### config.mk
export PLATFORM = sky130hd
export DESIGN_NAME = lsgf_lane
export DESIGN_NICKNAME = d
export VERILOG_FILES = /design/src/hw/rtl/lsgf_pkg.sv /design/src/hw/rtl/lsgf_lane.sv
export SDC_FILE = /design/constraint.sdc
export NUM_CORES = 2
export LEC_CHECK = 0
export BUFFER_PORTS_ARGS = -buffer_cell sky130_fd_sc_hd__clkbuf_2
export CAP_MARGIN = 20
export CORE_MARGIN = 5
export CORE_UTILIZATION = 45
export CTS_BUF_LIST = sky130_fd_sc_hd__clkbuf_2 sky130_fd_sc_hd__clkbuf_4 sky130_fd_sc_hd__clkbuf_8
export DETAILED_ROUTE_END_ITERATION = 10
export SYNTH_ARGS = -nofsm -noshare
export SYNTH_HDL_FRONTEND = slang
export SYNTH_SLANG_ARGS = --single-unit
### constraint.sdc
create_clock -name clk -period 6.6 [get_ports clk]
set_input_delay 0.66 -clock clk [delete_from_list [all_inputs] [get_ports clk]]
set_output_delay 0.66 -clock clk [all_outputs]
set_load 0.02 [all_outputs]
### src/hw/rtl/lsgf_pkg.sv
// ----------------------------------------------------------------------------
// lsgf_pkg: shared types and constants of the LCD subpixel gamma filter
// Holds the item codes, the filter weights, the term helper and the structs
// that pass between the lanes, the merge stage and the output queue.
// ----------------------------------------------------------------------------
package lsgf_pkg;

	// Item kinds carried in tuser on the input stream.
	localparam logic OP_LOAD  = 1'b0;
	localparam logic OP_PIXEL = 1'b1;

	// One lane for each subpixel of a triplet.
	localparam int LANES = 3;

	// Gamma table geometry.
	localparam int GAMMA_DEPTH = 256;
	localparam int GAMMA_AW    = 8;

	// Filter weights on a scale of 255.
	localparam logic [6:0] K_EDGE   = 7'd28;
	localparam logic [6:0] K_NEAR   = 7'd56;
	localparam logic [6:0] K_CENTER = 7'd85;

	// One RGB triplet, first subpixel in the low byte.
	typedef struct packed {
		logic [7:0] third;
		logic [7:0] middle;
		logic [7:0] first;
	} pixel_t;

	// The three weighted forms of one gamma-mapped subpixel.
	typedef struct packed {
		logic [6:0] w85;
		logic [5:0] w56;
		logic [4:0] w28;
	} term_set_t;

	// Terms of one lane for the held-triplet result (a) and the row-end result (b).
	typedef struct packed {
		term_set_t a;
		term_set_t b;
	} lane_terms_t;

	// Raw neighbor subpixels of both possible results of one item.
	typedef struct packed {
		logic [7:0] a_l1;
		logic [7:0] a_l2;
		logic [7:0] a_r0;
		logic [7:0] a_r1;
		logic [7:0] b_l1;
		logic [7:0] b_l2;
	} nbr_t;

	// One queued item: up to two results.
	typedef struct packed {
		logic   has_a;
		logic   has_b;
		pixel_t res_a;
		pixel_t res_b;
	} queue_entry_t;

	// floor(x * k / 255) for 8-bit x and a 7-bit weight, by the reciprocal
	// identity floor(p / 255) = (p + (p >> 8) + 1) >> 8, valid for p below 65535.
	function automatic logic [7:0] wterm(input logic [7:0] x, input logic [6:0] k);
		logic [15:0] prod;
		logic [15:0] acc;
		prod = 16'(x) * 16'(k);
		acc  = prod + (prod >> 8) + 16'd1;
		return acc[15:8];
	endfunction

	// All three weighted terms of one subpixel value.
	function automatic term_set_t make_terms(input logic [7:0] g);
		term_set_t  t;
		logic [7:0] v85;
		logic [7:0] v56;
		logic [7:0] v28;
		v85   = wterm(g, K_CENTER);
		v56   = wterm(g, K_NEAR);
		v28   = wterm(g, K_EDGE);
		t.w85 = v85[6:0];
		t.w56 = v56[5:0];
		t.w28 = v28[4:0];
		return t;
	endfunction

endpackage

### src/hw/rtl/lsgf_lane.sv
// ----------------------------------------------------------------------------
// lsgf_lane: gamma lookup and weighting for one subpixel position
// Keeps its own copy of the gamma table, looks up the held and the new
// subpixel into registered read ports and forms their weighted terms in the next.
// ----------------------------------------------------------------------------
module lsgf_lane (
	input  logic                        clk,
	input  logic                        wr_en,
	input  logic [lsgf_pkg::GAMMA_AW-1:0] wr_addr,
	input  logic [7:0]                  wr_data,
	input  logic                        rd_en,
	input  logic [lsgf_pkg::GAMMA_AW-1:0] rd_addr_a,
	input  logic [lsgf_pkg::GAMMA_AW-1:0] rd_addr_b,
	output lsgf_pkg::lane_terms_t       terms_s2
);
	import lsgf_pkg::*;

	logic [7:0] gamma_mem [GAMMA_DEPTH];
	logic [7:0] g_a_s1;
	logic [7:0] g_b_s1;

	// Gamma table copy: one write port, two registered read ports.
	always_ff @(posedge clk) begin
		if (wr_en) begin
			gamma_mem[wr_addr] <= wr_data;
		end
		if (rd_en) begin
			g_a_s1 <= gamma_mem[rd_addr_a];
			g_b_s1 <= gamma_mem[rd_addr_b];
		end
	end

	// Weighted terms of both looked-up values.
	always_ff @(posedge clk) begin
		terms_s2.a <= make_terms(g_a_s1);
		terms_s2.b <= make_terms(g_b_s1);
	end

endmodule

==> impl_metrics.csv <==
group,metric,value,unit
drt,drc,0,
synth,syn-cell-area,0.1001,mm2
finish,layout-drive-gt1-share,40.97,%
synth,synth_nets,4831,
grt,grt_start_max_net_pins,192,
placed_design,placed_cell_area,0.1044,mm2
worst_setup_path,path_cells,"ha_1 -> ha_1 -> ha_1 -> inv_1 -> fa_1 -> inv_1 -> ha_1 -> and4_1 -> o31a_1 -> o2111a_1 -> a211oi_1 -> inv_1 -> ha_1 -> a21o_1 -> a21oi_1 -> or4bb_1 -> and3_1 -> a41oi_1 -> nor3_1 -> xor2_1",
synth,synth_fa_ha_area_share,1.890,%
worst_setup_path,path_delay_family,"adder cells",
synth,ys.flop_type,"edfxtp_1",
floorplanning,coreArea,0.2219,mm2
worst_setup_path,endpoint_kind,"flip-flop",
cts,path_clk_slew,0.06,ns
sta,grt_setup_unrepaired,"false",
cts,cts_resized,0,
grt,gr-usage-met1,34.28,%
sta,fmax,0.1600,GHz
floorplanning,die_w,481.7,um
synth,seq_area_frac_synth,62.63,%
cts,postCtsHoldBufs,0,
floorplanning,die_h,481.7,um
cts,cts_tree,"yes",
power,power_leakage,34.79,nW
grt,grt_busiest_layer,"met2",
grt,grt_pass1_vias,53806,
drt,ant_nets,0,
cts,numCtsBuffers,370,
drt,firstDrtPassIters,5,
placed_design,place_congestion,0.8714,
cts,clock_sinks,2100,
placed_design,dp_slack,0.4440,ns
sta,maxSlewHeadroom,11.18,%
worst_setup_path,slowest_delay,0.53,ns
sta,min_period_over_period,94.70,%
finish,fillers,17699,
cts,cts.htree.levels,5,
worst_setup_path,path_class,"flip-flop to flip-flop",
hold_path,hold_path.class,"input port to flip-flop",
finish,syn2layout_area_growth,11.33,%
synth,avgSynthCellArea,21.46,um2
cts,postCtsSetupRepairBufs,0,
grt,grtUsageMet3,5.474,%
drt,wl,281.2,mm
worst_setup_path,cp_slowest_cell,"edfxtp_1",
cts,clk_latency,1.10,ns
synth,synthCells,4664,
placed_design,dp.final_hpwl,181.4,mm
floorplanning,num_io_pins,71,
drt,wl_per_cell,34.47,um
sta,setup_viol,0,
synth,yosys.area.top_type_share,61.91,%
drt,drt_iter0_markers,5512,
sta,hold_viol,0,
sta,fin_crit,6.250,ns
synth,ys_ff_latch,2100,
finish,nets,5072,
finish,fin_area,0.1114,mm2
sta,fin_tns_setup,0,ns
grt,grt_use_met2,37.97,%
sta,hold-worst-slack,0.08290,ns
floorplanning,initial_core_util,45.12,%
worst_setup_path,critical_path_required,7.51,ns
worst_setup_path,worst-path-buf-inv,3,
job,cap_violations,0,
worst_setup_path,crit_path_max_fanout,7,
floorplanning,num_rows,173,
power,p_per_area,281.8,mW/mm2
synth,synth.distinct_cells,55,
floorplanning,die_area,0.2320,mm2
synth,synth_edf_count,2064,
synth,synthMuxAreaShare,30.25,%
grt,gr-total-overflow,0,
synth,synth_top_family_by_area,"multiplexers",
synth,yosysTopAreaCell,"edfxtp_1",
synth,synth_top_cells_by_area,"edfxtp_1 (62%), mux4_2 (30%), ha_1 (1.2%)",
worst_setup_path,startpoint_type,"flip-flop",
synth,synthXorXnorAreaFrac,0.4862,%
sta,tightest_slew,1.332,ns
synth,synthArstFlopShare,0,%
finish,utilization,50.23,%
grt,antenna_found_initial,22,
grt,grt_pass1_wl,402.6,mm
grt,grt_util_all_layers,24.34,%
worst_setup_path,cp.arrival,7.16,ns
synth,synth_compound_area_share,1.039,%
cts,cts_root_buf,"clkbuf_8",
worst_setup_path,worst_path_most_repeated_cell,"ha_1",
drt,via_count,52324,
sta,final_max_slew_viol_count,0,
sta,skew,0.06583,ns
outcome,status,"completed",
power,peakVddDrop,0.2294,mV
synth,yosysWarnings,0,
synth,yosys.area_share.simple,1.989,%
sta,worst_slack,0.3496,ns
placed_design,port_buffers,70,
drt,vias_per_cell,6.415,
worst_setup_path,r2r_slack,0.35,ns
cts,max-clock-path-buffers,4,
==> report_power, final <==
part	internal, W	switching, W
sequential	0.0148	0.0000904
combinational	0.00200	0.00288
clock	0.00624	0.00537
total	0.0231	0.00834
==> routing by layer <==
layer	vias to the layer above	share of wire [%]
li1	20979	-
met1	28429	40
met2	2417	47
met3	493	8.4
met4	6	3.7
met5	-	0.015
==> cell type report <==
cell class / count / area, um2 / area share (%)
inverter: 72 / 270.3 / 0.2425
clock inverter: 159 / 934.6 / 0.8387
tap: 2975 / 3722 / 3.340
clock buffer: 480 / 5993 / 5.378
timing repair buffer: 218 / 2096 / 1.881
multi-input combinational: 2143 / 35700 / 32.04
antenna: 10 / 25.02 / 0.02245
sequential: 2100 / 62700 / 56.26
==> cells in the final DEF, fill, tap and decap left out, types with 46 or more instances in the layout <==
cell / Yosys / final
ha_1: 100 / 100
clkbuf_4: 0 / 98
inv_1: 72 / 72
clkbuf_2: 0 / 52
nand2_1: 53 / 53
clkinv_2: 0 / 46
buf_4: 0 / 95
edfxtp_1: 2064 / 2064
clkinv_1: 0 / 93
mux4_2: 1344 / 1344
nor2_1: 289 / 289
clkbuf_8: 0 / 390
==> worst paths after layout <==
| path | startpoint | cells after the start | to |
|---|---|---|---|
| worst max-delay path | g_b_s1[0] | 20 | terms_s2[17] |
| worst min-delay path | wr_data[7] | 1 | gamma_mem[122][7] |
| worst max register to register | g_b_s1[0] | 20 | terms_s2[17] |
| worst min register to register | g_b_s1[6] | 3 | terms_s2[4] |
==> sequential cells by signal, indices dropped and copies added (netlist names) <==
register and cells:
g_a_s1 8, g_b_s1 8, gamma_mem 2048, terms_s2 36
==> stage by stage <==
stage,power [W],instances
finish,0.03141,8157
detailed placement,0.02007,7503
global placement,0.02004,7482
global route,0.03268,8155
CTS,0.03164,8142
floorplan,0.01847,4664
==> synthesized netlist by cell type (all sizes together) (4+ instances only) <==
| cell | instances |
|---|---|
| nor3 | 15 |
| a21oi | 30 |
| ha | 100 |
| o21ai | 19 |
| edfxtp | 2064 |
| a21o | 9 |
| fa | 32 |
| a22oi | 32 |
| o31ai | 5 |
| nand4 | 10 |
| buf | 143 |
| nand2 | 53 |
| xnor2 | 34 |
| clkbuf | 206 |
| inv | 72 |
| a21boi | 5 |
| nor3b | 6 |
| nor2b | 18 |
| xor2 | 19 |
| o211ai | 5 |
| and2 | 4 |
| dfxtp | 36 |
| or2 | 4 |
| and3 | 6 |
| nor2 | 289 |
| mux4 | 1344 |
| o21a | 12 |
| o21bai | 5 |
| a211oi | 5 |
| nand2b | 6 |
| nand3 | 41 |
==> kinds of logic after synthesis <==
group	after synthesis
compound gates	150
flops	2100
buf+inv	421
simple gates	462
mux	1345
xor+xnor	54
fa+ha+maj	132
Power figures use the tool's default switching activity.
