## config.mk

```make
export PLATFORM = sky130hd
export DESIGN_NAME = lsgf_outq
export DESIGN_NICKNAME = d
export VERILOG_FILES = /design/src/hw/rtl/lsgf_pkg.sv /design/src/hw/rtl/lsgf_outq.sv
export SDC_FILE = /design/constraint.sdc
export NUM_CORES = 1
export LEC_CHECK = 0
export BUFFER_PORTS_ARGS = -buffer_cell sky130_fd_sc_hd__buf_2
export CELL_PAD_IN_SITES_DETAIL_PLACEMENT = 0
export CELL_PAD_IN_SITES_GLOBAL_PLACEMENT = 2
export CORE_MARGIN = 5
export CORE_UTILIZATION = 40
export DETAILED_ROUTE_END_ITERATION = 10
export PLACE_DENSITY_LB_ADDON = 0.1
export SLEW_MARGIN = 20
export SYNTH_ARGS = -nofsm -noshare
export SYNTH_HDL_FRONTEND = slang
export SYNTH_SLANG_ARGS = --single-unit
export TNS_END_PERCENT = 50
```

## constraint.sdc

```tcl
create_clock -name clk -period 6.3 [get_ports clk]
set_input_delay 0.315 -clock clk [delete_from_list [all_inputs] [get_ports clk]]
set_output_delay 0.315 -clock clk [all_outputs]
set_load 0.1 [all_outputs]
```

## src/hw/rtl/lsgf_pkg.sv

```systemverilog
// ----------------------------------------------------------------------------
// lsgf_pkg: shared types and constants of the LCD subpixel gamma filter
// Holds the item codes, the filter weights, the term helper and the structs
// that pass between the lanes, the merge stage and the output queue.
// ----------------------------------------------------------------------------
package lsgf_pkg;

	// Item kinds carried in tuser on the input stream.
	localparam logic OP_LOAD  = 1'b0;
	localparam logic OP_PIXEL = 1'b1;

	// One lane for each subpixel of a triplet.
	localparam int LANES = 3;

	// Gamma table geometry.
	localparam int GAMMA_DEPTH = 256;
	localparam int GAMMA_AW    = 8;

	// Filter weights on a scale of 255.
	localparam logic [6:0] K_EDGE   = 7'd28;
	localparam logic [6:0] K_NEAR   = 7'd56;
	localparam logic [6:0] K_CENTER = 7'd85;

	// One RGB triplet, first subpixel in the low byte.
	typedef struct packed {
		logic [7:0] third;
		logic [7:0] middle;
		logic [7:0] first;
	} pixel_t;

	// The three weighted forms of one gamma-mapped subpixel.
	typedef struct packed {
		logic [6:0] w85;
		logic [5:0] w56;
		logic [4:0] w28;
	} term_set_t;

	// Terms of one lane for the held-triplet result (a) and the row-end result (b).
	typedef struct packed {
		term_set_t a;
		term_set_t b;
	} lane_terms_t;

	// Raw neighbor subpixels of both possible results of one item.
	typedef struct packed {
		logic [7:0] a_l1;
		logic [7:0] a_l2;
		logic [7:0] a_r0;
		logic [7:0] a_r1;
		logic [7:0] b_l1;
		logic [7:0] b_l2;
	} nbr_t;

	// One queued item: up to two results.
	typedef struct packed {
		logic   has_a;
		logic   has_b;
		pixel_t res_a;
		pixel_t res_b;
	} queue_entry_t;

	// floor(x * k / 255) for 8-bit x and a 7-bit weight, by the reciprocal
	// identity floor(p / 255) = (p + (p >> 8) + 1) >> 8, valid for p below 65535.
	function automatic logic [7:0] wterm(input logic [7:0] x, input logic [6:0] k);
		logic [15:0] prod;
		logic [15:0] acc;
		prod = 16'(x) * 16'(k);
		acc  = prod + (prod >> 8) + 16'd1;
		return acc[15:8];
	endfunction

	// All three weighted terms of one subpixel value.
	function automatic term_set_t make_terms(input logic [7:0] g);
		term_set_t  t;
		logic [7:0] v85;
		logic [7:0] v56;
		logic [7:0] v28;
		v85   = wterm(g, K_CENTER);
		v56   = wterm(g, K_NEAR);
		v28   = wterm(g, K_EDGE);
		t.w85 = v85[6:0];
		t.w56 = v56[5:0];
		t.w28 = v28[4:0];
		return t;
	endfunction

endpackage

```

## src/hw/rtl/lsgf_outq.sv

```systemverilog
// ----------------------------------------------------------------------------
// lsgf_outq: output queue of result pairs
// Stores one entry per item that has results and hands the results out one
// transfer at a time, first the held-triplet result, then the row-end one.
// ----------------------------------------------------------------------------
module lsgf_outq #(
	parameter int DEPTH = 8
) (
	input  logic                   clk,
	input  logic                   arst_n,
	input  logic                   push,
	input  lsgf_pkg::queue_entry_t push_entry,
	output logic                   pop,
	output logic                   m_axis_tvalid,
	input  logic                   m_axis_tready,
	output logic [23:0]            m_axis_tdata,  // filtered_first, filtered_middle, filtered_third
	output logic                   m_axis_tlast,  // row_done
	output logic                   m_axis_tuser   // run_last
);
	import lsgf_pkg::*;

	localparam int PTR_W = $clog2(DEPTH);
	localparam int CNT_W = $clog2(DEPTH + 1);

	queue_entry_t entry_q [DEPTH];
	logic [PTR_W-1:0] wr_ptr_q;
	logic [PTR_W-1:0] rd_ptr_q;
	logic [CNT_W-1:0] cnt_q;
	logic             sub_q;
	queue_entry_t     head;
	logic             send_b;
	logic             xfer;

	// Head entry and the result it shows next.
	always_comb begin
		head          = entry_q[rd_ptr_q];
		send_b        = !head.has_a || sub_q;
		m_axis_tvalid = (cnt_q != '0);
		m_axis_tdata  = send_b ? head.res_b : head.res_a;
		m_axis_tlast  = send_b;
		m_axis_tuser  = send_b || !head.has_b;
		xfer          = m_axis_tvalid && m_axis_tready;
		pop           = xfer && (send_b || !head.has_b);
	end

	// Entry storage.
	always_ff @(posedge clk) begin
		if (push) begin
			entry_q[wr_ptr_q] <= push_entry;
		end
	end

	// Pointers, fill count and the second-result flag.
	always_ff @(posedge clk or negedge arst_n) begin
		if (!arst_n) begin
			wr_ptr_q <= '0;
			rd_ptr_q <= '0;
			cnt_q    <= '0;
			sub_q    <= 1'b0;
		end else begin
			if (push) begin
				wr_ptr_q <= (wr_ptr_q == PTR_W'(DEPTH - 1)) ? '0 : wr_ptr_q + 1'b1;
			end
			if (pop) begin
				rd_ptr_q <= (rd_ptr_q == PTR_W'(DEPTH - 1)) ? '0 : rd_ptr_q + 1'b1;
			end
			if (push && !pop) begin
				cnt_q <= cnt_q + 1'b1;
			end else if (pop && !push) begin
				cnt_q <= cnt_q - 1'b1;
			end
			if (xfer) begin
				sub_q <= !pop;
			end
		end
	end

endmodule

```

==> impl_metrics.toml <==
[outcome]
outcome = "finished, final reports clean"

[worst_setup_path]
critical_path.max_stage_delay_ns = 1.06
setup.reg_to_reg.worst_slack_ns = 2.25
regToRegEndpoint = "cnt_q[3]$_DFFE_PN0P_"
crit_path_cell_trace = "mux4_2 -> a2bb2oi_1 -> and2_2 -> clkinv_2 -> nand2_1 -> a32oi_1 -> buf_2"
r2r-start = "rd_ptr_q[1]$_DFFE_PN0P_"
criticalPathCategory = "reg2out"
timing.critical_path.buf_inv = 2
timing.critical_path.from_type = "register"
critical_path_required_ns = 5.98
cp_slowest_cell = "sky130_fd_sc_hd__dfrtp_4"
path_delay_family = "buffers and inverters"
r2r.worst_path.cells = 12
worstPathArrival_ns = 4.21
end_kind = "output pin"
max_fo_critical_path = 63

[timing]
fin_worst_skew_ns = 0.01011
clock.fmax_mhz = 220.9
setup_total_negative_slack_ns = 0
timing.slew.headroom_pct = 32.46
setup_viol = 0
worst_hold_slack_ns = 0.03241
fin_crit_sh_pct = 71.85
report.final.slew_viol_count = 0
max_slew.worst_pin.slew_ns = 1.011
finalWorstPathRequiredPeriod_ns = 4.527
finalHoldViolCount = 0
grt_setup_unrepaired = "no"

[clock_tree]
ctsRootBufferMaster = "sky130_fd_sc_hd__clkbuf_16"
clock_latency_ns = 0.56
cts_made_buffers = 44
cts_num_sinks = 411
max_clock_buf_depth = 3
htreeDepth = 2
post-cts-setup-buffers = 0
clk_pin_slew_worst_paths_ns = 0.06
tritoncts = "done"

[routing]
detail_route.first_pass.iterations = 6
drt_iter0_drc = 434
via_count_of_the_routed_design = 7503
post_detailed_route_count_of_antenna_violating_nets = 0
maxUsedRoutingLayer = "met5"
remaining_drc_errors = 0
drt_wl_total_um = 33870
detail_route.wl_per_cell_um = 23.94
m1WireLength_um = 14010
wl_met2_um = 17710
met3_length_um = 1538
via_per_inst = 5.302

[floorplan]
core-area_um2 = 38830
row_count = 72
floorplan.die.height_um = 208.5
initial_core_util_pct = 40.57
top_level_ports = 82
fp.dieW_um = 208.5
die_area_um2 = 43450

[logic_synthesis]
synth_edf_count = 400
synth.ff_latch_count = 411
synth-seq-area-share_pct = 77.99
postSynth.asyncResetShare_pct = 2.676
synth_most_common_cell = "sky130_fd_sc_hd__edfxtp_1"
post_synth_inst_count = 735
ys_top_cells_by_count = "sky130_fd_sc_hd__edfxtp_1, sky130_fd_sc_hd__mux4_2, sky130_fd_sc_hd__nand2_1"
synthTopCellsByArea = "sky130_fd_sc_hd__edfxtp_1, sky130_fd_sc_hd__mux4_2, sky130_fd_sc_hd__nand2_1, sky130_fd_sc_hd__dfrtp_1, sky130_fd_sc_hd__a32oi_1"
netlist_area_um2 = 15750
avg_inst_size_synth_um2 = 21.43
most_area_hungry_cell_type_in_the_yosys_netlist = "sky130_fd_sc_hd__edfxtp_1"
synth-warning-count = 0
synth_top_area_share_pct = 76.24
synth_ff_type = "sky130_fd_sc_hd__edfxtp_1"
synthDistinctLibCells = 34
synth_fp_nets = 797

[global_route]
maximum_number_of_pins_on_one_net_before_global_route_repair = 64
global_route_wire_length_before_repair_um = 51390
first_global_vias = 8385
groute.usage.overall_pct = 15.75
initial_antenna_violation_count = 2
overflow = 0

[placed_design]
io_buffers = 81
gpl.final_weighted_congestion = 0.6923
dp_hpwl_um = 17450

[hold_path]
min_to = "entry_q[6][5]$_DFFE_PP_"
worst_hold_path.num_cells = 1
worst_hold_start = "push_entry[5]"
hold_path.class = "in2reg"

[cells_and_area]
design.final.nets = 931
finish.utilization_pct = 47.49
synthToLayoutAreaGrowth_pct = 17.04
layout_cell_share_with_drive_strength_beyond_1_pct = 29.65
fillerInstances = 3183
n_antenna_cell = 0

[run]
max_cap_violations = 0
-- worst max path at each step --
stage                                  from                 endpoint  slack [ns]  depth (start not counted)
finish              rd_ptr_q[1]$_DFFE_PN0P_         m_axis_tdata[18]        1.77                          7
global route        rd_ptr_q[1]$_DFFE_PN0P_         m_axis_tdata[18]        1.57                          7
CTS                 rd_ptr_q[1]$_DFFE_PN0P_         m_axis_tdata[18]        1.50                          7
detailed placement  rd_ptr_q[1]$_DFFE_PN0P_         m_axis_tdata[18]        2.12                          7
global placement    rd_ptr_q[1]$_DFFE_PN0P_         m_axis_tdata[18]        2.18                          7
floorplan           wr_ptr_q[2]$_DFFE_PN0P_  entry_q[0][0]$_DFFE_PP_        1.79                          2
-- cell families after synthesis --
family	Yosys count	share of synthesized area, %
buffers and inverters	44	1.263
muxes	106	14.57
adders and majority gates	8	0.6830
xor gates and xnor gates	4	0.2224
and+or+nand+nor	103	2.700
AOI/OAI and AO/OA	59	2.573
DFF	411	77.99
-- state kept, by name, summed over array words and instances (netlist names) --
register,cells
rd_ptr_q,3
sub_q,1
entry_q,400
wr_ptr_q,3
cnt_q,4
-- cell usage in the layout, fill, tap and decap left out, drive strengths merged --
cell	instances
nand2	79
fa	1
dlygate4sd3	32
nor2	10
clkinv	13
nor2b	1
o21ai	3
nand3b	3
mux2	6
clkbuf	58
a32oi	24
inv	5
bufinv	2
a21oi	27
mux2i	2
nor3	2
dfrtp	11
a2bb2oi	1
ha	7
a211oi	1
buf	95
mux4	98
a221oi	1
nand2b	2
clkinvlp	1
and2	2
xnor2	3
a21o	1
or4	1
nand3	3
xor2	1
edfxtp	400
o31ai	1
-- per-layer routing --
layer  vias up  global-route usage [%]
li1       3316                       -
met1      3996                   19.78
met2       143                   27.84
met3        44                   3.645
met4         4                   3.873
met5         -                       0
-- repair_timing --
| item | CTS | global route |
|---|---|---|
| hold buffers | 32 | 0 |
| hold endpoints to repair | 235 | 0 |
| resized for setup | 0 | 0 |
-- per-stage QoR --
stage	instance area (um2)	setup WS [ns]	cells
finish	18440	1.773	1415
global route	18440	1.574	1415
CTS	18420	1.498	1414
detailed placement	16790	2.123	1308
global placement	16790	2.185	1308
floorplan	15750	1.794	735
-- layout make-up --
type | count | area (um2) | area share, %
sequential | 411 | 12300 | 66.68
tap | 518 | 648.1 | 3.515
clock inverter | 16 | 143.9 | 0.7804
clock buffer | 58 | 1164 | 6.311
timing repair buffer | 127 | 843.3 | 4.574
inverter | 5 | 20.02 | 0.1086
multi-input combinational | 280 | 3324 | 18.03
Power is left out: the tool's default activity adds up to more than one toggle a clock period on the data nets, which glitch-free logic cannot reach.
