===== src/hw/rtl/lsgf_pkg.sv =====
// ----------------------------------------------------------------------------
// lsgf_pkg: shared types and constants of the LCD subpixel gamma filter
// Holds the item codes, the filter weights, the term helper and the structs
// that pass between the lanes, the merge stage and the output queue.
// ----------------------------------------------------------------------------
package lsgf_pkg;

	// Item kinds carried in tuser on the input stream.
	localparam logic OP_LOAD  = 1'b0;
	localparam logic OP_PIXEL = 1'b1;

	// One lane for each subpixel of a triplet.
	localparam int LANES = 3;

	// Gamma table geometry.
	localparam int GAMMA_DEPTH = 256;
	localparam int GAMMA_AW    = 8;

	// Filter weights on a scale of 255.
	localparam logic [6:0] K_EDGE   = 7'd28;
	localparam logic [6:0] K_NEAR   = 7'd56;
	localparam logic [6:0] K_CENTER = 7'd85;

	// One RGB triplet, first subpixel in the low byte.
	typedef struct packed {
		logic [7:0] third;
		logic [7:0] middle;
		logic [7:0] first;
	} pixel_t;

	// The three weighted forms of one gamma-mapped subpixel.
	typedef struct packed {
		logic [6:0] w85;
		logic [5:0] w56;
		logic [4:0] w28;
	} term_set_t;

	// Terms of one lane for the held-triplet result (a) and the row-end result (b).
	typedef struct packed {
		term_set_t a;
		term_set_t b;
	} lane_terms_t;

	// Raw neighbor subpixels of both possible results of one item.
	typedef struct packed {
		logic [7:0] a_l1;
		logic [7:0] a_l2;
		logic [7:0] a_r0;
		logic [7:0] a_r1;
		logic [7:0] b_l1;
		logic [7:0] b_l2;
	} nbr_t;

	// One queued item: up to two results.
	typedef struct packed {
		logic   has_a;
		logic   has_b;
		pixel_t res_a;
		pixel_t res_b;
	} queue_entry_t;

	// floor(x * k / 255) for 8-bit x and a 7-bit weight, by the reciprocal
	// identity floor(p / 255) = (p + (p >> 8) + 1) >> 8, valid for p below 65535.
	function automatic logic [7:0] wterm(input logic [7:0] x, input logic [6:0] k);
		logic [15:0] prod;
		logic [15:0] acc;
		prod = 16'(x) * 16'(k);
		acc  = prod + (prod >> 8) + 16'd1;
		return acc[15:8];
	endfunction

	// All three weighted terms of one subpixel value.
	function automatic term_set_t make_terms(input logic [7:0] g);
		term_set_t  t;
		logic [7:0] v85;
		logic [7:0] v56;
		logic [7:0] v28;
		v85   = wterm(g, K_CENTER);
		v56   = wterm(g, K_NEAR);
		v28   = wterm(g, K_EDGE);
		t.w85 = v85[6:0];
		t.w56 = v56[5:0];
		t.w28 = v28[4:0];
		return t;
	endfunction

endpackage


===== src/hw/rtl/lsgf_merge.sv =====
// ----------------------------------------------------------------------------
// lsgf_merge: combines lane terms with neighbor terms into filtered triplets
// Weights the raw neighbor subpixels alongside the lanes and adds up to five
// terms of each output subpixel for both results of an item.
// ----------------------------------------------------------------------------
module lsgf_merge (
	input  logic                  clk,
	input  lsgf_pkg::nbr_t        nbr_s1,
	input  lsgf_pkg::lane_terms_t terms_s2 [lsgf_pkg::LANES],
	output lsgf_pkg::pixel_t      res_a,
	output lsgf_pkg::pixel_t      res_b
);
	import lsgf_pkg::*;

	term_set_t a_l1_s2;
	term_set_t a_l2_s2;
	term_set_t a_r0_s2;
	term_set_t a_r1_s2;
	term_set_t b_l1_s2;
	term_set_t b_l2_s2;
	logic [8:0] sum_a0;
	logic [8:0] sum_a1;
	logic [8:0] sum_a2;
	logic [8:0] sum_b0;
	logic [8:0] sum_b1;
	logic [8:0] sum_b2;

	// Neighbor terms, aligned with the lane terms.
	always_ff @(posedge clk) begin
		a_l1_s2 <= make_terms(nbr_s1.a_l1);
		a_l2_s2 <= make_terms(nbr_s1.a_l2);
		a_r0_s2 <= make_terms(nbr_s1.a_r0);
		a_r1_s2 <= make_terms(nbr_s1.a_r1);
		b_l1_s2 <= make_terms(nbr_s1.b_l1);
		b_l2_s2 <= make_terms(nbr_s1.b_l2);
	end

	// Five-tap sums; the row-end result has no right neighbor.
	always_comb begin
		sum_a0 = 9'(a_l1_s2.w28) + 9'(a_l2_s2.w56) + 9'(terms_s2[0].a.w85)
			+ 9'(terms_s2[1].a.w56) + 9'(terms_s2[2].a.w28);
		sum_a1 = 9'(a_l2_s2.w28) + 9'(terms_s2[0].a.w56) + 9'(terms_s2[1].a.w85)
			+ 9'(terms_s2[2].a.w56) + 9'(a_r0_s2.w28);
		sum_a2 = 9'(terms_s2[0].a.w28) + 9'(terms_s2[1].a.w56) + 9'(terms_s2[2].a.w85)
			+ 9'(a_r0_s2.w56) + 9'(a_r1_s2.w28);
		sum_b0 = 9'(b_l1_s2.w28) + 9'(b_l2_s2.w56) + 9'(terms_s2[0].b.w85)
			+ 9'(terms_s2[1].b.w56) + 9'(terms_s2[2].b.w28);
		sum_b1 = 9'(b_l2_s2.w28) + 9'(terms_s2[0].b.w56) + 9'(terms_s2[1].b.w85)
			+ 9'(terms_s2[2].b.w56);
		sum_b2 = 9'(terms_s2[0].b.w28) + 9'(terms_s2[1].b.w56) + 9'(terms_s2[2].b.w85);
		res_a.first  = sum_a0[7:0];
		res_a.middle = sum_a1[7:0];
		res_a.third  = sum_a2[7:0];
		res_b.first  = sum_b0[7:0];
		res_b.middle = sum_b1[7:0];
		res_b.third  = sum_b2[7:0];
	end

endmodule


===== config.mk =====
export PLATFORM = sky130hd
export DESIGN_NAME = lsgf_merge
export DESIGN_NICKNAME = d
export VERILOG_FILES = /design/src/hw/rtl/lsgf_pkg.sv /design/src/hw/rtl/lsgf_merge.sv
export SDC_FILE = /design/constraint.sdc
export NUM_CORES = 1
export LEC_CHECK = 0
export ABC_AREA = 1
export BUFFER_PORTS_ARGS = -buffer_cell sky130_fd_sc_hd__buf_2
export CORE_MARGIN = 3
export CORE_UTILIZATION = 62
export DETAILED_ROUTE_END_ITERATION = 10
export GPL_TIMING_DRIVEN = 0
export PLACE_DENSITY = 0.9
export RECOVER_POWER = 100
export SLEW_MARGIN = 10
export SYNTH_ARGS = -nofsm -noshare
export SYNTH_HDL_FRONTEND = slang
export SYNTH_SLANG_ARGS = --single-unit

===== constraint.sdc =====
create_clock -name clk -period 5.5 [get_ports clk]
set_input_delay 0.275 -clock clk [delete_from_list [all_inputs] [get_ports clk]]
set_output_delay 0.275 -clock clk [all_outputs]
set_load 0.05 [all_outputs]

==> impl_metrics.env, run 1 <==
export IMPL_crit_fanout=2
export IMPL_start_kind="input port"
export IMPL_holdPathStages=5
export IMPL_max_freq_mhz=227.0
export IMPL_grt_usage_pct=24.40
export IMPL_synth_edf_count=0
export IMPL_cp_end_kind="output port"
export IMPL_fillCellCount=1138
export IMPL_die_x_um=128.4
export IMPL_post_drt_via_cell_ratio=5.213
export IMPL_setup_tns_ns=0
export IMPL_synth_async_reset_ratio_pct=0
export IMPL_postCtsSetupBuffers=0
export IMPL_syn_num_nets=1579
export IMPL_crit_family="adder cells"
export IMPL_overflow=0
export IMPL_slew_violations=0
export IMPL_hp_class="in2reg"
export IMPL_cp_cell_sequence="buf_2 -> inv_1 -> fa_1 -> fa_1 -> fa_1 -> inv_1 -> ha_1 -> fa_1 -> a21oi_1 -> nor2_1 -> nor2_1 -> o21ai_0 -> a21oi_1 -> xor2_1 -> clkbuf_1"
export IMPL_htree_num_levels=2
export IMPL_cap_violations=0
export IMPL_io_buffers=194
export IMPL_drtIter0Drc=305
export IMPL_nNetsFinal=1780
export IMPL_worst_setup_path_type="in2out"
export IMPL_synth_compound_area_share_pct=6.899
export IMPL_synth_warnings=0
export IMPL_synth_area_leaders="fa_1 25%, ha_1 20%, dfxtp_1 10%, inv_1 10%, nand2_1 8.6%"
export IMPL_synth_top_flop_cell="dfxtp_1"
export IMPL_finalWirelength_um=19730
export IMPL_cts_tree="done"
export IMPL_netlist_area_leader_share_pct=25.01
export IMPL_slew_headroom_pct=50.93
export IMPL_slowest_stage="fa_1"
export IMPL_worstPathRequired_ns=5.22
export IMPL_cp_common_cell="fa_1"
export IMPL_syn_cell_area_mm2=0.009285
export IMPL_grt_first_pass_wirelength_um=33740
export IMPL_clk_pin_slew_ns=0.07
export IMPL_synth_top_family_by_area="adder cells"
export IMPL_outcome="completed"
export IMPL_synth_ff_latch_count=48
export IMPL_layout_common_cells="254 x inv_1, 220 x nand2_1, 145 x ha_1"
export IMPL_area_growth_pct=13.34
export IMPL_wl_per_cell_um=12.76
export IMPL_dp_hpwl_um=18030
export IMPL_cts_sinks=48
export IMPL_synthMuxAreaShare_pct=0
export IMPL_crit_cells=15
export IMPL_pin_count=205
export IMPL_grt_max_degree=15
export IMPL_crit_start="terms_s2[60]"
export IMPL_netlist_instances=1161
export IMPL_die_area_mm2=0.01648
export IMPL_synthXorXnorAreaFrac_pct=7.923
export IMPL_synth_fa_ha_area_share_pct=44.55
export IMPL_crit_path_max_incr_delay_ns=0.53
export IMPL_clock_path_buffers=2
export IMPL_ys_types=43
export IMPL_tightest_slew_ns=0.7391
export IMPL_layout_drive_gt1_share_pct=13.21
export IMPL_place_gp_congestion=0.8784
export IMPL_yosys_area_top_type="fa_1"
export IMPL_worst_path_buf_inv=4
export IMPL_finalCritPeriodShare_pct=80.11
export IMPL_min_to="a_l1_s2[4]"
export IMPL_coreArea_mm2=0.01459
export IMPL_min_period_ns=4.406
export IMPL_postSynthAreaPerCell_um2=7.998
export IMPL_critical_path_arrival_ns=4.13
export IMPL_rsz0062_at_grt="false"
export IMPL_seq_area_frac_synth_pct=10.35
export IMPL_start_util_pct=63.64
export IMPL_final_hold_violation_count=0
export IMPL_antenna_found_initial=0
export IMPL_num_rows=44
export IMPL_drc=0
export IMPL_antenna_cells=0
export IMPL_setup_viol=0
export IMPL_cts_root_buf="clkbuf_16"
export IMPL_synth_simple_area_share_pct=19.81
export IMPL_grt_pass1_vias=8130
export IMPL_antenna_left=0
export IMPL_hold_buffers=0
export IMPL_firstDrtPassIters=5
export IMPL_cts_resized=0
export IMPL_numCtsBuffers=5
export IMPL_dr_total_vias=8064
export IMPL_die_y_um=128.4
export IMPL_worst_hold_startpoint="nbr_s1[47]"
export IMPL_final_common_cell="inv_1"
## registers in the layout (all words and copies together) (netlist names)
| name | flops |
|---|---|
| b_l1_s2 | 5 |
| b_l2_s2 | 11 |
| a_r1_s2 | 5 |
| a_l2_s2 | 11 |
| a_l1_s2 | 5 |
| a_r0_s2 | 11 |
## logic make-up (layout without fill, tap and decap cells)
logic type | after synthesis | count (layout)
flip-flops | 48 | 48
AND/OR/NAND/NOR | 405 | 405
AO/OA/AOI/OAI | 110 | 110
adder cells (fa/ha/maj) | 261 | 261
buffers and inverters | 259 | 461
XOR/XNOR | 78 | 78
## Yosys cell counts (18+ instances only)
cell type	n
o21ai_0	18
ha_1	145
fa_1	116
nor2_1	63
nand4_1	20
dfxtp_1	48
nand2_1	213
xor2_1	58
inv_1	254
a21oi_1	59
nand3_1	56
## per-stage QoR
step | util (%) | hold WS [ns] | instance area, um^2 | std cells | setup WS, ns
6_report | 72.14 | 0.4729 | 10520 | 1547 | 1.094
5_1_grt | 72.14 | 0.5282 | 10520 | 1547 | 0.9397
4_1_cts | 72.91 | 0.4278 | 10640 | 1547 | 1.285
3_5_place_dp | 71.88 | 0.7196 | 10490 | 1539 | 1.298
3_3_place_gp | 71.88 | 0.7078 | 10490 | 1539 | 1.444
2_1_floorplan | - | 0.4577 | 9285 | 1161 | 1.461
## layer usage
metal / GRT usage [%] / part of all wire [%]
met5: 0 / 0
met4: 4.682 / 1.6
met3: 2.947 / 5.5
met1: 28.64 / 41
met2: 47.56 / 52
## area by class of cell
class,instances,area [um^2],share of cell area [%]
inverter,259,972.2,9.238
timing repair buffer,194,903.4,8.584
multi-input combinational,854,7307,69.43
clock inverter,1,7.507,0.07134
clock buffer,7,142.6,1.355
tap,184,230.2,2.188
sequential,48,960.9,9.131
## worst max path at each step
stage | to | slack (ns)
2_1_floorplan | res_a[7] | 1.46
3_3_place_gp | res_a[7] | 1.44
3_5_place_dp | res_a[7] | 1.30
4_1_cts | res_a[7] | 1.28
5_1_grt | res_a[7] | 0.94
6_report | res_a[7] | 1.09
Power of run 1 is not shown: default switching activity piles up to over one toggle a cycle in this logic, so the estimate is an artifact.
==> inputs of run 2 (changes only) <==
Settings changed: CORE_UTILIZATION 62 to 57, PLACE_DENSITY 0.9 to 0.83.
Clock period 5.5 ns to 4.6 ns, I/O delays scaled along.
==> run 2 against run 1 <==
- critical path type unchanged
- critical path depth rose by 2
- core utilization shrank 5.6 points
- die area grew 8.4%
- setup slack lost 0.54 ns
- via count fell by 3.3%
==> impl_metrics.env, run 2 (synthesized netlist as in run 1, its figures left out) <==
export IMPL_dr_total_vias=7795
export IMPL_post_drt_via_cell_ratio=4.934
export IMPL_worst_path_buf_inv=6
export IMPL_nNetsFinal=1780
export IMPL_slew_headroom_pct=53.95
export IMPL_worst_setup_path_type="in2out"
export IMPL_htree_num_levels=2
export IMPL_cts_tree="done"
export IMPL_rsz0062_at_grt="false"
export IMPL_start_util_pct=58.45
export IMPL_grt_first_pass_wirelength_um=33490
export IMPL_pin_count=205
export IMPL_setup_tns_ns=0
export IMPL_dr_wl_met3_um=1031
export IMPL_firstDrtPassIters=4
export IMPL_hold_buffers=0
export IMPL_area_growth_pct=13.84
export IMPL_clk_pin_slew_ns=0.08
export IMPL_die_y_um=133.6
export IMPL_highest_layer="met4"
export IMPL_overflow=0
export IMPL_io_buffers=194
export IMPL_min_period_ns=4.048
export IMPL_cap_violations=0
export IMPL_cp_common_cell="inv_1"
export IMPL_cp_end_kind="output port"
export IMPL_final_hold_violation_count=0
export IMPL_grt_max_degree=16
export IMPL_drtIter0Drc=240
export IMPL_dp_hpwl_um=17620
export IMPL_crit_fanout=2
export IMPL_crit_path_max_incr_delay_ns=0.59
export IMPL_slowest_stage="fa_1"
export IMPL_met2WireLength_um=9728
export IMPL_setup_viol=0
export IMPL_grt_pass1_vias=7825
export IMPL_tightest_slew_ns=0.6937
export IMPL_layout_common_cells="255 x inv_1, 220 x nand2_1, 145 x ha_1"
export IMPL_slew_violations=0
export IMPL_die_area_mm2=0.01786
export IMPL_worstPathRequired_ns=4.37
export IMPL_cp_cell_sequence="buf_2 -> inv_1 -> fa_1 -> inv_1 -> fa_1 -> inv_1 -> fa_1 -> inv_1 -> ha_1 -> nand2_1 -> nor2_1 -> a211oi_1 -> nor2_1 -> o21ai_0 -> nand2_1 -> xor2_1 -> clkbuf_1"
export IMPL_start_kind="input port"
export IMPL_antenna_left=0
export IMPL_critical_path_arrival_ns=3.82
export IMPL_finalCritPeriodShare_pct=87.99
export IMPL_layout_drive_gt1_share_pct=13.28
export IMPL_die_x_um=133.6
export IMPL_coreArea_mm2=0.01589
export IMPL_cts_sinks=48
export IMPL_antenna_found_initial=0
export IMPL_max_freq_mhz=247.1
export IMPL_final_common_cell="inv_1"
export IMPL_wl_met1_um=8350
export IMPL_wl_per_cell_um=12.24
export IMPL_clock_path_buffers=2
export IMPL_cts_resized=0
export IMPL_postCtsSetupBuffers=0
export IMPL_num_rows=46
export IMPL_drc=0
export IMPL_numCtsBuffers=5
export IMPL_outcome="completed"
export IMPL_crit_family="adder cells"
export IMPL_biggestRegsByFlops="a_l2_s2: 11 flops, a_r0_s2: 11 flops, b_l2_s2: 11 flops"
export IMPL_grt_usage_pct=22.33
export IMPL_cts_root_buf="clkbuf_16"
export IMPL_place_gp_congestion=0.9140
export IMPL_hp_class="in2reg"
export IMPL_finalWirelength_um=19340
==> run 2: final cells by class <==
type / count / area (um^2)
multi-input combinational: 854 / 7307
fill: 1406 / 5315
inverter: 259 / 972.2
sequential: 48 / 960.9
timing repair buffer: 194 / 904.6
tap: 216 / 270.3
clock buffer: 6 / 138.9
clock inverter: 2 / 13.76
antenna: 1 / 2.502
==> run 2: per-layer routing <==
layer	vias up	global-route usage, %
li1	4028	-
met1	3562	27.97
met2	189	42.07
met3	16	2.757
met4	0	3.257
met5	-	0
==> run 2: tightest hold or removal path, stage by stage <==
cell and delay [ns]:
buf_2 0.12, ha_1 0.14, a21oi_1 0.05, nand3_1 0.08, nand2_1 0.05
==> run 2: worst paths after layout <==
check	slack [ns]	start	end	depth (start not counted)
max	0.55	terms_s2[25]	res_a[14]	17
min	0.42	nbr_s1[47]	a_l1_s2[4]	5
==> run 2: through the flow <==
step	instance area [um^2]	hold WS [ns]	setup slack (ns)	util [%]	cells
floorplan	9285	0.4127	0.6509	-	1161
global placement	10530	0.7016	0.6425	66.27	1571
detailed placement	10530	0.7086	0.6070	66.27	1571
CTS	10680	0.4098	0.5831	67.23	1579
global route	10570	0.4462	0.2424	66.52	1579
finish	10570	0.4207	0.5522	66.54	1580
Power of run 2 is left out for the same reason.
==> inputs of run 3 (changes only) <==
Settings changed: CELL_PAD_IN_SITES_DETAIL_PLACEMENT from default to 0, CELL_PAD_IN_SITES_GLOBAL_PLACEMENT from default to 2, CORE_UTILIZATION 57 to 33, PLACE_DENSITY 0.83 to default, PLACE_DENSITY_LB_ADDON from default to 0.1.
==> run 3 against run 2 <==
- maximum frequency down 1.4%
- global-route usage down 8.0 points
- count of clock-buffer cells in the layout unchanged
- final area up 2.1%
- die area up 69%
- critical path depth unchanged
- worst hold slack worse by 0.015 ns
- final cell count up 9.8%
- first-iteration DRC count down 5.0%
- via count down 3.0%
- critical path type unchanged
- largest cell class unchanged
==> impl_metrics.env, run 3 (synthesized netlist as in run 1, its figures left out) <==
export IMPL_hp_class="in2reg"
export IMPL_clock_path_buffers=2
export IMPL_worst_setup_path_type="in2out"
export IMPL_cts_sinks=48
export IMPL_pin_count=205
export IMPL_finalWirelength_um=21090
export IMPL_start_kind="input port"
export IMPL_htree_num_levels=2
export IMPL_slew_headroom_pct=53.08
export IMPL_grt_max_degree=16
export IMPL_start_util_pct=33.98
export IMPL_drtIter0Drc=228
export IMPL_place_gp_congestion=0.7997
export IMPL_die_area_mm2=0.03019
export IMPL_grt_pass1_vias=7677
export IMPL_io_buffers=194
export IMPL_globalRouteMet3Util_pct=2.519
export IMPL_wl_per_cell_um=12.16
export IMPL_coreArea_mm2=0.02733
export IMPL_dr_total_vias=7563
export IMPL_num_rows=60
export IMPL_hold_buffers=0
export IMPL_die_y_um=173.7
export IMPL_area_growth_pct=16.18
export IMPL_clk_pin_slew_ns=0.07
export IMPL_tightest_slew_ns=0.7068
export IMPL_cts_tree="done"
export IMPL_cap_violations=0
export IMPL_setup_tns_ns=0
export IMPL_firstDrtPassIters=5
export IMPL_layout_drive_gt1_share_pct=13.35
export IMPL_grt_usage_pct=14.35
export IMPL_cp_end_kind="output port"
export IMPL_worstPathRequired_ns=4.37
export IMPL_dp_hpwl_um=19430
export IMPL_post_drt_via_cell_ratio=4.359
export IMPL_final_hold_violation_count=0
export IMPL_outcome="completed"
export IMPL_crit_start="terms_s2[26]"
export IMPL_biggestRegsByFlops="a_l2_s2: 11 flops, a_r0_s2: 11 flops, b_l2_s2: 11 flops"
export IMPL_antenna_found_initial=1
export IMPL_antenna_left=0
export IMPL_grt_first_pass_wirelength_um=36250
export IMPL_min_period_ns=4.107
export IMPL_final_util_pct=39.48
export IMPL_cts_root_buf="clkbuf_16"
export IMPL_nNetsFinal=1780
export IMPL_gr_usage_met1_pct=18.88
export IMPL_numCtsBuffers=5
export IMPL_max_freq_mhz=243.5
export IMPL_critical_path_arrival_ns=3.88
export IMPL_layout_common_cells="254 x inv_1, 220 x nand2_1, 145 x ha_1"
export IMPL_crit_fanout=4
export IMPL_cts_resized=0
export IMPL_postCtsSetupBuffers=0
export IMPL_antenna_cells=0
export IMPL_final_common_cell="inv_1"
export IMPL_grt_busiest_layer="met2"
export IMPL_overflow=0
export IMPL_endpoint="res_a[14]"
export IMPL_rsz0062_at_grt="false"
export IMPL_grt_util_met2_pct=25.12
export IMPL_slew_violations=0
export IMPL_hold_worst_slack_ns=0.4053
export IMPL_pre_cts_slack_ns=0.5157
export IMPL_finalWorstSetupSlack_ns=0.4931
export IMPL_setup_viol=0
export IMPL_finalCritPeriodShare_pct=89.28
export IMPL_drc=0
export IMPL_die_x_um=173.7
## run 3: through the flow
| step | instance area (um^2) | cells |
|---|---|---|
| floorplan | 9285 | 1161 |
| global placement | 10720 | 1727 |
| detailed placement | 10720 | 1727 |
| CTS | 10900 | 1735 |
| global route | 10790 | 1735 |
| finish | 10790 | 1735 |
## run 3: worst min-delay path by stage
stage	start	endpoint	slack [ns]	depth (start not counted)
after floorplan	nbr_s1[24]	a_r0_s2[5]	0.41	2
after global placement	nbr_s1[47]	a_l1_s2[4]	0.72	5
after detailed placement	nbr_s1[24]	a_r0_s2[5]	0.72	3
after CTS	nbr_s1[47]	a_l1_s2[4]	0.40	5
after global routing	nbr_s1[23]	a_r1_s2[4]	0.44	5
final	nbr_s1[47]	a_l1_s2[4]	0.41	5
## run 3: cell type report
| type | count | area [um^2] |
|---|---|---|
| Fill cell | 2979 | 16540 |
| Multi-Input combinational cell | 854 | 7307 |
| Inverter | 259 | 972.2 |
| Sequential cell | 48 | 960.9 |
| Timing Repair Buffer | 194 | 904.6 |
| Tap cell | 372 | 465.4 |
| Clock buffer | 6 | 138.9 |
| Clock inverter | 2 | 38.79 |
## run 3: layer usage
metal,vias to the layer above,wire length [um]
met3,9,1032
met5,-,11
li1,4028,-
met1,3393,9808
met2,131,10090
met4,2,150
## run 3: critical path: stages
cell and delay (ns):
buf_2 0.07, inv_1 0.04, fa_1 0.59, inv_1 0.07, fa_1 0.49, inv_1 0.05, fa_1 0.49, inv_1 0.04
ha_1 0.34, nand2_1 0.09, nor2_1 0.04, a211oi_1 0.28, nor2_1 0.07, o21ai_0 0.16, nand2_1 0.08, xor2_1 0.24
clkbuf_1 0.50
Power of run 3 is left out for the same reason.
